## src/design/ibfs_pkg.sv

```systemverilog
package ibfs_pkg;

  // register index width on the configuration port
  localparam int CFG_IDX_W = 8;
  localparam int CFG_DATA_W = 32;

  localparam logic [CFG_IDX_W-1:0] REG_INVERT_Q = 8'd0;
  localparam logic [CFG_IDX_W-1:0] REG_SHIFT_EN = 8'd1;
  localparam logic [CFG_IDX_W-1:0] REG_STEP_COS = 8'd2;
  localparam logic [CFG_IDX_W-1:0] REG_STEP_SIN = 8'd3;

  // floor(2^31 / 255), quotient estimate is low by at most one
  localparam logic [31:0] RECIP_255 = 32'd8421504;
  localparam int RECIP_SHIFT = 31;
  // 255 * 131073: any scaled magnitude above this saturates anyway
  localparam logic [24:0] X_LIMIT = 25'd33423615;
  localparam logic [7:0] PT_BIAS = 8'd127;

  typedef struct packed {
    logic signed [8:0] vi;
    logic signed [8:0] vq;
    logic              mix;
  } ibfs_item_t;

  typedef struct packed {
    logic               invert_q;
    logic               shift_enable;
    logic signed [31:0] step_cos;
    logic signed [31:0] step_sin;
  } ibfs_cfg_t;

  typedef enum logic [4:0] {
    ST_IDLE,
    ST_MIX0,
    ST_MIX1,
    ST_MIX2,
    ST_MIX3,
    ST_MIX4,
    ST_ROT0,
    ST_ROT1,
    ST_ROT2,
    ST_ROT3,
    ST_DIVI_MUL,
    ST_DIVI_FIX,
    ST_DIVQ_MUL,
    ST_DIVQ_FIX,
    ST_NRM0,
    ST_NRM1,
    ST_NRM2,
    ST_SQRT,
    ST_DIV_INIT,
    ST_DIV,
    ST_DIV_DONE,
    ST_OUT
  } ibfs_state_t;

endpackage

```

## src/design/ibfs_fifo.sv

```systemverilog
module ibfs_fifo (
  input  logic             clk,
  input  logic             rst_n,
  input  logic             push_valid,
  output logic             push_ready,
  input  ibfs_pkg::ibfs_item_t push_item,
  output logic             pop_valid,
  input  logic             pop,
  output ibfs_pkg::ibfs_item_t pop_item
);
  import ibfs_pkg::*;

  ibfs_item_t mem_r [2];
  logic       wr_ptr_r;
  logic       rd_ptr_r;
  logic [1:0] count_r;
  logic       do_push;
  logic       do_pop;

  assign push_ready = (count_r != 2'd2);
  assign pop_valid  = (count_r != 2'd0);
  assign pop_item   = mem_r[rd_ptr_r];
  assign do_push    = push_valid && push_ready;
  assign do_pop     = pop && pop_valid;

  always_ff @(posedge clk) begin
    if (do_push) begin
      mem_r[wr_ptr_r] <= push_item;
    end
  end

  always_ff @(posedge clk) begin
    if (!rst_n) begin
      wr_ptr_r <= 1'b0;
      rd_ptr_r <= 1'b0;
      count_r  <= 2'd0;
    end else begin
      if (do_push) begin
        wr_ptr_r <= ~wr_ptr_r;
      end
      if (do_pop) begin
        rd_ptr_r <= ~rd_ptr_r;
      end
      count_r <= count_r + 2'(do_push) - 2'(do_pop);
    end
  end

endmodule

```

## config.mk

```make
export PLATFORM = sky130hd
export DESIGN_NAME = ibfs_fifo
export DESIGN_NICKNAME = d
export VERILOG_FILES = /design/src/design/ibfs_pkg.sv /design/src/design/ibfs_fifo.sv
export SDC_FILE = /design/constraint.sdc
export NUM_CORES = 1
export LEC_CHECK = 0
export ABC_AREA = 1
export ABC_CLOCK_PERIOD_IN_PS = 2700
export BUFFER_PORTS_ARGS = -buffer_cell sky130_fd_sc_hd__buf_2
export CORE_MARGIN = 5
export CORE_UTILIZATION = 45
export DETAILED_ROUTE_END_ITERATION = 12
export HOLD_SLACK_MARGIN = 0.1
export PLACE_DENSITY = 0.7
export SYNTH_ARGS = -nofsm -noshare
export SYNTH_HDL_FRONTEND = slang
export SYNTH_SLANG_ARGS = --single-unit
```

## constraint.sdc

```tcl
create_clock -name clk -period 2.7 [get_ports clk]
set_input_delay 0 -clock clk [delete_from_list [all_inputs] [get_ports clk]]
set_output_delay 0 -clock clk [all_outputs]
set_load 0.005 [all_outputs]
```

## Word-level counts from Yosys, hierarchy flattened

Memory sizes are Yosys's and may differ from the RTL's. A register that Yosys moved wholly into a read port is not among the register bits.
Index checks and enable logic that the tools add are counted.

- Add/subtract/negate cells: 2
- Equal/unequal tests: 1
- Muxes and demuxes: 4
- Bitwise gates (word level): 2
- Reduce and logical (&&, ||, !) cells: 3

Operators by type and width:

| cell | number |
|---|---|
| two-way mux 1 bit | 4 |
| adder 2 x 1 -> 2 bit | 1 |
| logical AND 1 bit | 2 |
| inequality test 2 bit, second input constant | 1 |
| inverter 1 bit | 2 |
| nonzero test 2 bit | 1 |
| subtractor 2 x 1 -> 2 bit | 1 |

- Register bits after elaboration: 4
- Bits in writable memories: 38
- Input bits: 23
- Output and inout bits: 21
- Logic and storage cells: 16
- Memories: 1

Memory list:

| memory | depth | width | read ports | clocked after Yosys merged registers in | write ports | RTL line | text |
|---|---|---|---|---|---|---|---|
| mem_r | 2 | 19 | 1 | 1 | 1 | ibfs_fifo.sv:13 | `ibfs_item_t mem_r [2];` |

## Longest topological paths before layout

Gate-level depths: netlist of run 1.

- Depth after elaboration: 4
- Mapped depth: 11
- Mapped depth without buffers: 11

## Worst setup path before layout of run 1

OpenSTA, ideal clock, no wires.

- Path type: reg2reg
- From: reg count_r[0]
- To: mem mem_r[0][0] in the netlist's numbering (enable)
- Setup time: 395 ps
- Arrival time: 1401 ps
- Data required time: 2305 ps
- Path slack: 905 ps
- Cell stages (with the launch flop): 5
- Path buffers: 0
- Period minus slack after synthesis: 1795 ps
- Cell sequence: dfxtp_1 -> inv_1 -> nand2_1 -> nand2_1 -> nor2_1

- Cells in the longest elaborated chain, start to end: 4

Ends and longest elaborated chain:

| element | RTL line | text |
|---|---|---|
| start, declared | ibfs_fifo.sv:16 | `logic [1:0] count_r;` |
| start signal, assigned | ibfs_fifo.sv:44 | `count_r <= count_r + 2'(do_push) - 2'(do_pop);` |
| inequality test 2 bit | ibfs_fifo.sv:20 | `assign push_ready = (count_r != 2'd2);` |
| net push_ready | ibfs_fifo.sv:5 | `output logic push_ready,` |
| logical AND 1 bit | ibfs_fifo.sv:23 | `assign do_push = push_valid && push_ready;` |
| two-way mux 1 bit | ibfs_fifo.sv:27 | `if (do_push) begin` |
| two-way mux 1 bit (implied by the code) | ibfs_fifo.sv:28 | `mem_r[wr_ptr_r] <= push_item;` |
| end, declared | ibfs_fifo.sv:13 |  |

The timed path passes the listed nets, and every way through them passes these cells.

## Final worst setup path of run 1

- From: reg count_r[0]
- To: mem mem_r[1][13] in the netlist's numbering (enable)

- Cells in the longest elaborated chain, start to end: 4

Ends and longest elaborated chain:

| element | RTL line |
|---|---|
| inequality test 2 bit | ibfs_fifo.sv:20 |
| logical AND 1 bit | ibfs_fifo.sv:23 |
| two-way mux 1 bit | ibfs_fifo.sv:27 |
| two-way mux 1 bit (implied by the code) | ibfs_fifo.sv:28 |

No other way between the ends.

==> results of run 1 <==
cells by family after synthesis:
| logic type | synth area share |
|---|---|
| muxes | 0.1511 |
| adders and majority gates | 0.01504 |
| buffers and inverters | 0.03459 |
| DFF | 0.7459 |
| AOI/OAI and AO/OA | 0.006015 |
| and+or+nand+nor | 0.04737 |
per-stage QoR:
stage	hold WS [ns]	utilization	instances
finish	0.4367	0.6129	216
global route	0.4230	0.6129	216
CTS	0.4276	0.6129	216
detailed placement	0.1931	0.5300	186
global placement	0.1939	0.5300	186
floorplan	0.09345	-	95
timing repair:
item                       4_1_cts  5_1_grt
hold buffers                    22        0
hold endpoints to repair        43        0
resized for setup                0        0
setup endpoints to repair        0        0
state kept, by name, indices dropped and copies added, names as in the netlist, named ones only:
signal and count:
rd_ptr_r 1, count_r 2, wr_ptr_r 1, mem_r 38
critical path, stage by stage (launching register included):
cell and delay (ns):
dfxtp_1 0.36, inv_1 0.06, nand2_1 0.13, nand3_1 0.11
inv_1 0.54
final cells by class:
type | instances | area (um^2) | area share
Multi-Input combinational cell | 43 | 367.9 | 0.1652
Inverter | 7 | 26.28 | 0.01180
Tap cell | 48 | 60.06 | 0.02697
Clock buffer | 7 | 76.32 | 0.03427
Timing Repair Buffer | 67 | 450.4 | 0.2022
Sequential cell | 43 | 1241 | 0.5573
Clock inverter | 1 | 5.005 | 0.002247
cell usage after synthesis, drive strengths merged:
cell type / count / area (um^2)
nand2: 9 / 33.78
buf: 2 / 31.28
ha: 2 / 25.02
dfxtp: 5 / 100.1
nor2: 8 / 30.03
inv: 7 / 26.28
a21oi: 2 / 10.01
nand3: 3 / 15.01
mux2: 19 / 251.5
edfxtp: 38 / 1141
worst paths after layout:
kind	to	depth (start not counted)	slack, ns
worst min register to register	rd_ptr_r	2	0.50
worst max register to register	mem_r[1][13]	4	1.13
worst min-delay path	mem_r[1][1]	2	0.44
worst max-delay path	mem_r[1][13]	4	1.13
power by group through the flow:
| stage | Sequential (W) | Combinational [W] | Clock (W) |
|---|---|---|---|
| 3_3_place_gp | 0.000891 | 0.000462 | 0 |
| 6_report | 0.000882 | 0.000497 | 0.000371 |
| 2_1_floorplan | 0.000887 | 0.000327 | 0 |
| 3_5_place_dp | 0.000898 | 0.000479 | 0 |
| 5_1_grt | 0.000891 | 0.000546 | 0.000419 |
| 4_1_cts | 0.000883 | 0.000505 | 0.000386 |
metal layers:
metal	wire length, um	vias to the layer above	track usage
li1	-	485	-
met1	1195	464	0.1406
met2	1435	35	0.1988
met3	216	5	0.05824
met4	43	0	0.04384
met5	0	-	0
==> metrics.txt, run 1 <==
Post-DP Area=1926 um^2; Area Overhead vs Synth=33.83%; Slew HR=0.5262; FILL cells=about 290; H-tree depth=2; Antenna Nets Post-Route=0; Crit path arrival time=roughly 1.5 ns; Worst Hold Launch=push_item[1]; clk sinks=43; post-CTS setup buffers=0; vias=989; Core ar.=3633 um^2; vias in the first global route=about 1k; CP Launch Type=register; Cell variety after synth=12; #FFs+latches synth=43; combinational power share=0.284; Ports=44; clock latency on the worst-skew pair=~0.28 ns; antenna violations before repair=0; antenna cells=0; Slew @ Worst Pin=0.7099 ns; Clock Tree Root=clkbuf_8; GRT Resource Usage Total=0.1221; die height=70.81 um; Max Fanout on Critical Path=19; largest net degree at the start of global routing=20; clk buf depth=2; Mapped Area=1664 um^2; maxcap violations=0; Tightest Hold Check Type=primary input to register; Seq/Total Area, Yosys=0.7459; commonest cells after routing, fill and taps aside=43 x buf_2, 38 x edfxtp_1, 22 x dlygate4sd3_1, 10 x mux2_4; effective utilization at floorplan=0.4580; final worst setup slack=1.134 ns; Tcrit/Tclk final=0.5799; Max Clk Rate=638.7 MHz; crit path launch=count_r[0]; Final Hold Fails=0; fin area=2227 um^2; DR pass1 iterations=4; final setup skew=0.004260 ns; Pleak=0.9137 nW; synthesized area per cell=17.52 um^2; Final setup viols=0; Final #Nets=192; Setup Crit Path Kind=register to register; Max Slew Vio Count=0; synth warn=0; Cell Int Power=0.001286 W; Sum Neg Setup Slack=0 ns; P_sw=0.0004629 W; Peak supply drop=0.4601 mV; wire length per cell=approximately 13 um; Post-DP HPWL=~2000 um; share of cells above drive strength 1=0.4226; Final min period=1.566 ns; Seq pwr share=0.504; Rows=22; final WL=2891 um; DRC Markers=0; Buffers on Ports=43; first-pass GRT wire length=4643 um; Routability Congestion=0.7322; power per cell area=785.3 nW/um^2; Clock power frac=0.212; vias per cell=about 4.6; Die ar.=5014 um^2; total CTS buffers=5; RSZ-0062 raised after global routing=false; status=complete, no violations; Post-Place Worst Slack=1.116 ns; Reg-to-Reg Start=count_r[0]; power consumption=around 0.0017 W; Iteration-0 DRC Markers=87; CTS tree=done; Crit path required time=around 2.6 ns; commonest non-fill, non-tap cell in the layout=buf_2; Synth Instances=95; GR Overflow Total=0; syn_nets=120; Clock transition at path regs=0.07 ns; DIE WIDTH=between 70 and 80 um; CP Capture Type=register; Switching Fraction=0.2647
(Power assumes the default switching activity.)
==> inputs of run 2 (changes only) <==
--- a/config.mk
+++ b/config.mk
@@ -6,7 +6,7 @@
 export NUM_CORES = 1
 export LEC_CHECK = 0
 export ABC_AREA = 1
-export ABC_CLOCK_PERIOD_IN_PS = 2700
+export ABC_CLOCK_PERIOD_IN_PS = 1500
 export BUFFER_PORTS_ARGS = -buffer_cell sky130_fd_sc_hd__buf_2
 export CORE_MARGIN = 5
 export CORE_UTILIZATION = 45
==> constraint.sdc (replaced) <==
create_clock -name clk -period 1.5 [get_ports clk]
set_input_delay 0 -clock clk [delete_from_list [all_inputs] [get_ports clk]]
set_output_delay 0 -clock clk [all_outputs]
set_load 0.005 [all_outputs]
==> metrics.txt, run 2 (synthesized netlist as in run 1, its figures left out) <==
status=finished with violations (was complete, no violations); failing checks=setup timing; die height=70.81 um (unchanged); commonest cells after routing, fill and taps aside=43 x buf_2, 38 x edfxtp_1, 22 x dlygate4sd3_1, 10 x mux2_4, 9 x mux2_2 (was 43 x buf_2, 38 x edfxtp_1, 22 x dlygate4sd3_1, 10 x mux2_4); Buf/Inv on CP=2 (unchanged); Slew HR=0.8534 (was 0.5262); CP Launch Type=register (unchanged); Ports=44 (unchanged); number of flip-flops under the largest register name=38 (unchanged); Seq pwr share=0.487 (was 0.504); effective utilization at floorplan=0.4580 (unchanged); CTS tree=done (unchanged); Iteration-0 DRC Markers=48 (was 87); H-tree depth=2 (unchanged); power consumption=0.003317 W (was 0.001749 W); Crit path arrival time=1.69 ns (was 1.48 ns); final non-filler cell total=222 (was 216); DR pass1 iterations=4 (unchanged); Placed Cells=190 (was 186); Cell Int Power=0.002419 W (was 0.001286 W); Area Overhead vs Synth=38.87% (was 33.83%); GR Overflow Total=0 (unchanged); DIE WIDTH=70.81 um (unchanged); Final Hold Fails=0 (unchanged); vias per cell=4.577 (was 4.579); maxcap violations=0 (unchanged); Post-DP HPWL=2033 um (was 1965 um); CP Capture Type=register (unchanged); Max Clk Rate=660.7 MHz (was 638.7 MHz); clock latency on the worst-skew pair=0.29 ns (was 0.28 ns); FILL cells=300 (was 288); Core ar.=3633 um^2 (unchanged); clk buf depth=2 (unchanged); Clock transition at path regs=0.07 ns (about the same); Tightest Hold Check Type=primary input to register (unchanged); Regs by FF count=mem_r: 38 flops, count_r: 2 flops (unchanged); Slew @ Worst Pin=0.2197 ns (was 0.7099 ns); wire length per cell=13.52 um (was 13.38 um); Clock power frac=0.203 (was 0.212); final WL=3001 um (was 2891 um); largest stage delay on the critical path=0.37 ns (was 0.54 ns); Switching Fraction=0.2706 (was 0.2647); critical path's most frequent cell=nor2_1 (was inv_1); Antenna Nets Post-Route=0 (unchanged); Final #Nets=198 (was 192); final setup skew=0.005417 ns (was 0.004260 ns); Rows=22 (unchanged); Tcrit/Tclk final=1.009 (was 0.5799); Routability Congestion=0.7268 (was 0.7322); Final min period=1.513 ns (was 1.566 ns); Peak supply drop=0.7143 mV (was 0.4601 mV); Slowest-stage cell, CP=dfxtp_4 (was inv_1); antenna violations before repair=0 (unchanged); clk sinks=43 (unchanged); first-pass GRT wire length=4581 um (was 4643 um); share of cells above drive strength 1=0.5057 (was 0.4226); Final setup viols=1 (was 0); Max Fanout on Critical Path=3 (was 19); combinational power share=0.310 (was 0.284); DRC Markers=0 (unchanged); antenna cells=0 (unchanged); Die ar.=5014 um^2 (unchanged); Buffers on Ports=43 (unchanged); vias in the first global route=1049 (was 1000); GRT Resource Usage Total=0.1226 (was 0.1221); total CTS buffers=5 (unchanged); commonest non-fill, non-tap cell in the layout=buf_2 (unchanged); Top delay family on crit path=simple AND/OR/NAND/NOR gates (was buffers and inverters); Clock Tree Root=clkbuf_8 (unchanged); Cell Chain, Critical Path=nor2_1 -> nor2_1 -> ha_1 -> inv_1 -> ha_4 -> inv_2 -> nand2_2 -> nand3_2 -> nand2_1 -> nor2_1 (was inv_1 -> nand2_1 -> nand3_1 -> inv_1); Crit path required time=1.68 ns (was 2.62 ns); Max Slew Vio Count=0 (unchanged); Top reg by flops=mem_r (unchanged); Setup Crit Path Kind=register to register (unchanged); largest net degree at the start of global routing=13 (was 20); Pleak=0.9464 nW (was 0.9137 nW); final worst setup slack=-0.01348 ns (was 1.134 ns); P_sw=0.0008977 W (was 0.0004629 W); power per cell area=1435 nW/um^2 (was 785.3 nW/um^2); vias=1016 (was 989)
## run 2: repair_timing
item	4_1_cts	5_1_grt
pin swaps	1	2
cloned	0	0
setup buffers	1	1
hold buffers	22	0
endpoints found under the hold margin	43	0
gates resized for setup	4	10
setup endpoints to repair	1	1
## run 2: final timing paths
check                     from     endpoint  slack, ns  cells after the start
hold reg to reg       rd_ptr_r     rd_ptr_r       0.51                      2
setup / recovery    count_r[0]   count_r[1]      -0.01                     10
hold / removal    push_item[3]  mem_r[1][3]       0.43                      2
setup reg to reg    count_r[0]   count_r[1]      -0.01                     10
## run 2: power by group through the flow
stage                     Sequential (W)  Combinational, W  Clock, W
after global placement           0.00160          0.000868         0
after CTS                        0.00160          0.000957  0.000698
after global routing             0.00163           0.00113  0.000774
after detailed placement         0.00162          0.000887         0
final                            0.00162           0.00103  0.000673
after floorplan                  0.00160          0.000591         0
## run 2: routing by layer
| metal | vias to the layer above | global-route usage | wire length, um |
|---|---|---|---|
| met5 | - | 0 | 0 |
| met4 | 0 | 0.05010 | 44 |
| met3 | 5 | 0.05256 | 200 |
| met2 | 40 | 0.2214 | 1580 |
| met1 | 471 | 0.1228 | 1175 |
| li1 | 500 | - | - |
## run 2: final cells by class
class	count	area, um^2	share of cell area
Clock buffer	7	76.32	0.03303
Timing Repair Buffer	73	495.5	0.2144
Tap cell	48	60.06	0.02599
Sequential cell	43	1249	0.5403
Inverter	7	26.28	0.01137
Multi-Input combinational cell	43	399.1	0.1727
Clock inverter	1	5.005	0.002166
## run 2: worst register-to-register path: stages, from the launching register on
cell	delay (ns)
dfxtp_4	0.37
nor2_1	0.04
nor2_1	0.18
ha_1	0.27
inv_1	0.09
ha_4	0.14
inv_2	0.04
nand2_2	0.08
nand3_2	0.08
nand2_1	0.08
nor2_1	0.04
## run 2: per-stage QoR
step                      utilization  hold WS, ns  area, um^2  setup TNS, ns  setup WS, ns
after floorplan                     -      0.09345        1667              0      0.008087
after global placement         0.5382       0.1886        1956              0       0.07941
after detailed placement       0.5382       0.1936        1956       -0.05300      -0.05300
after CTS                      0.6253       0.4260        2272              0       0.01053
after global routing           0.6360       0.4231        2311       -0.04122      -0.04122
final                          0.6360       0.4346        2311       -0.01348      -0.01348
==> inputs of run 3 (changes only) <==
--- a/config.mk
+++ b/config.mk
@@ -5,8 +5,7 @@
 export SDC_FILE = /design/constraint.sdc
 export NUM_CORES = 1
 export LEC_CHECK = 0
-export ABC_AREA = 1
-export ABC_CLOCK_PERIOD_IN_PS = 1500
+export ABC_CLOCK_PERIOD_IN_PS = 1700
 export BUFFER_PORTS_ARGS = -buffer_cell sky130_fd_sc_hd__buf_2
 export CORE_MARGIN = 5
 export CORE_UTILIZATION = 45
==> constraint.sdc (replaced) <==
create_clock -name clk -period 1.7 [get_ports clk]
set_input_delay 0 -clock clk [delete_from_list [all_inputs] [get_ports clk]]
set_output_delay 0 -clock clk [all_outputs]
set_load 0.005 [all_outputs]
==> metrics.txt, run 3 <==
syn_nets=108 (was 120); clk buf depth=2 (unchanged); top-area cell type share of the netlist area=0.6878 (was 0.6857); Clock Tree Root=clkbuf_8 (unchanged); Area Overhead vs Synth=37.10% (was 38.87%); Core ar.=3606 um^2 (was 3633 um^2); CP Launch Type=register (unchanged); synthesized area per cell=19.99 um^2 (was 17.52 um^2); vias per cell=4.495 (was 4.577); Sum Neg Setup Slack=0 ns (was -0.01348 ns); Slew @ Worst Pin=0.3036 ns (was 0.2197 ns); effective utilization at floorplan=0.4601 (was 0.4580); Clock power frac=0.290 (was 0.203); commonest non-fill, non-tap cell in the layout=buf_2 (unchanged); GRT Resource Usage Total=0.1140 (was 0.1226); largest net degree at the start of global routing=20 (was 13); Final Hold Fails=0 (unchanged); Die ar.=5001 um^2 (was 5014 um^2); Regs by FF count=mem_r: 38 flops, count_r: 2 flops (unchanged); combinational power share=0.256 (was 0.310); final core utilization=0.6308 (was 0.6360); Seq/Total Area, Yosys=0.7481 (was 0.7459); Synth Instances=83 (was 95); Crit path required time=1.88 ns (was 1.68 ns); P_sw=0.0006932 W (was 0.0008977 W); Rows=22 (unchanged); clk sinks=43 (unchanged); number of flip-flops under the largest register name=38 (unchanged); Max Fanout on Critical Path=4 (was 3); share of cells above drive strength 1=0.4936 (was 0.5057); antenna cells=0 (unchanged); CTS tree=done (unchanged); Post-DP HPWL=1784 um (was 2033 um); commonest cells after routing, fill and taps aside=43 x buf_2, 38 x edfxtp_1, 21 x dlygate4sd3_1, 10 x mux2_4, 9 x mux2_2 (was 43 x buf_2, 38 x edfxtp_1, 22 x dlygate4sd3_1, 10 x mux2_4, 9 x mux2_2); DR pass1 iterations=4 (unchanged); power per cell area=1347 nW/um^2 (was 1435 nW/um^2); Cell Int Power=0.002370 W (was 0.002419 W); Commonest cells post-synth=38 x edfxtp_1, 10 x mux2_4, 9 x mux2_2 (was 38 x edfxtp_1, 10 x mux2_4, 9 x mux2_2, 9 x nand2_1, 8 x nor2_1); total CTS buffers=5 (unchanged); Tightest Hold Check Type=primary input to register (unchanged); Final min period=1.601 ns (was 1.513 ns); H-tree depth=2 (unchanged); Antenna Nets Post-Route=0 (unchanged); Final #Nets=180 (was 198); Slew HR=0.7976 (was 0.8534); Mapped Area=1659 um^2 (was 1664 um^2); Post-Place Worst Slack=0.04562 ns (was -0.05300 ns); EDFF count, synth=38 (unchanged); Crit path arrival time=1.78 ns (was 1.69 ns); maxcap violations=0 (unchanged); clock latency on the worst-skew pair=0.28 ns (was 0.29 ns); final worst setup slack=0.09911 ns (was -0.01348 ns); Tcrit/Tclk final=0.9417 (was 1.009); die height=70.72 um (was 70.81 um); final setup skew=0.005425 ns (was 0.005417 ns); dominant cells by area after synthesis=edfxtp_1 69%, mux2_4 9.0%, mux2_2 6.1% (unchanged); Switching Fraction=0.2263 (was 0.2706); Setup Crit Path Kind=register to register (unchanged); vias in the first global route=983 (was 1049); Top reg by flops=mem_r (unchanged); GR Overflow Total=0 (unchanged); Peak supply drop=0.9842 mV (was 0.7143 mV); Ports=44 (unchanged); Buffers on Ports=43 (unchanged); Max Clk Rate=624.7 MHz (was 660.7 MHz); first-pass GRT wire length=4284 um (was 4581 um); Iteration-0 DRC Markers=33 (was 48); vias=917 (was 1016); Pleak=0.9053 nW (was 0.9464 nW); status=complete, no violations (was finished with violations); antenna violations before repair=0 (unchanged); RSZ-0062 raised after global routing=false; #FFs+latches synth=43 (unchanged); Seq pwr share=0.454 (was 0.487); cell with the most instances after synthesis=edfxtp_1 (unchanged); DIE WIDTH=70.72 um (was 70.81 um); Synth Flop Type=edfxtp_1 (unchanged); CP Capture Type=register (unchanged); Cell variety after synth=18 (was 12); wire length per cell=12.93 um (was 13.52 um); FILL cells=279 (was 300); Routability Congestion=0.6334 (was 0.7268); asr flop ratio synth=0 (unchanged); leading area contributor after synthesis=edfxtp_1 (unchanged); synth warn=0 (unchanged); Final setup viols=0 (was 1); Clock transition at path regs=0.07 ns (about the same); DRC Markers=0 (unchanged); Max Slew Vio Count=0 (unchanged); final WL=2637 um (was 3001 um)
-- run 3: changes by cell type after synthesis --
| cell | before | now |
|---|---|---|
| nand2_1 | 9 | 2 |
| nor2_1 | 8 | 1 |
| inv_1 | 7 | 1 |
| nand3_1 | 3 | 0 |
| xnor2_1 | 0 | 3 |
| a21oi_1 | 2 | 0 |
| and2_1 | 0 | 2 |
| nand2b_1 | 0 | 2 |
| nor2b_1 | 0 | 2 |
| and3_1 | 0 | 1 |
| mux2i_1 | 0 | 1 |
| o21a_2 | 0 | 1 |
| or2_2 | 0 | 1 |
-- run 3: worst paths after layout --
kind	slack (ns)	cells past startpoint	startpoint	endpoint
worst max register to register	0.1	8	count_r[0]	count_r[1]
worst max-delay path	0.1	8	count_r[0]	count_r[1]
worst min register to register	0.50	2	wr_ptr_r	wr_ptr_r
worst min-delay path	0.19	4	pop	rd_ptr_r
-- run 3: cells by family (layout without fill, tap and decap cells) --
kind of cell,after synthesis,in the layout,share of synthesized area
DFF,43,43,0.7481
muxes,20,20,0.1576
and+or+nand+nor,11,11,0.03695
xor gates and xnor gates,3,3,0.01584
buffers and inverters,3,76,0.02111
adders and majority gates,2,2,0.01508
AOI/OAI and AO/OA,1,1,0.005280
-- run 3: layer usage --
layer | share of wire | vias to the layer above | GRT usage
met4 | 0.015 | 0 | 0.05637
met2 | 0.57 | 24 | 0.2152
met5 | 0 | - | 0
li1 | - | 452 | -
met1 | 0.35 | 436 | 0.1064
met3 | 0.068 | 5 | 0.04119
-- run 3: critical path, cell delays in order (launching register included) --
cell	delay, ns
dfxtp_2	0.35
nand2b_1	0.15
nand2_2	0.10
ha_1	0.27
inv_1	0.04
ha_1	0.18
xnor2_1	0.13
xnor2_1	0.12
and2_1	0.15
-- run 3: timing repair --
item / 4_1_cts / 5_1_grt
hold buffers: 21 / 0
setup buffers: 0 / 0
resized for setup: 0 / 2
setup endpoints to repair: 0 / 1
endpoints found under the hold margin: 43 / 0
-- run 3: area by class of cell --
type	instances	area, um^2	area share
Sequential cell	43	1242	0.5462
Timing Repair Buffer	67	447.9	0.1969
Inverter	1	3.754	0.001650
Tap cell	48	60.06	0.02640
Clock buffer	6	72.57	0.03190
Multi-Input combinational cell	37	387.9	0.1705
Clock inverter	2	60.06	0.02640
-- run 3: power by group through the flow --
stage / clock network, W / logic (W) / registers, W
detailed placement: 0 / 0.000760 / 0.00141
floorplan: 0 / 0.000535 / 0.00140
global route: 0.000968 / 0.000857 / 0.00140
finish: 0.000890 / 0.000784 / 0.00139
global placement: 0 / 0.000745 / 0.00140
CTS: 0.000915 / 0.000802 / 0.00139
-- run 3: metrics by stage --
step	total power, W	cells	cell area, um^2	hold WS [ns]
after CTS	0.003106	204	2271	0.1787
after global routing	0.003230	204	2275	0.1881
final	0.003063	204	2275	0.1879
after floorplan	0.001933	83	1662	0.09887
after global placement	0.002145	175	1928	0.1891
after detailed placement	0.002173	175	1928	0.1940
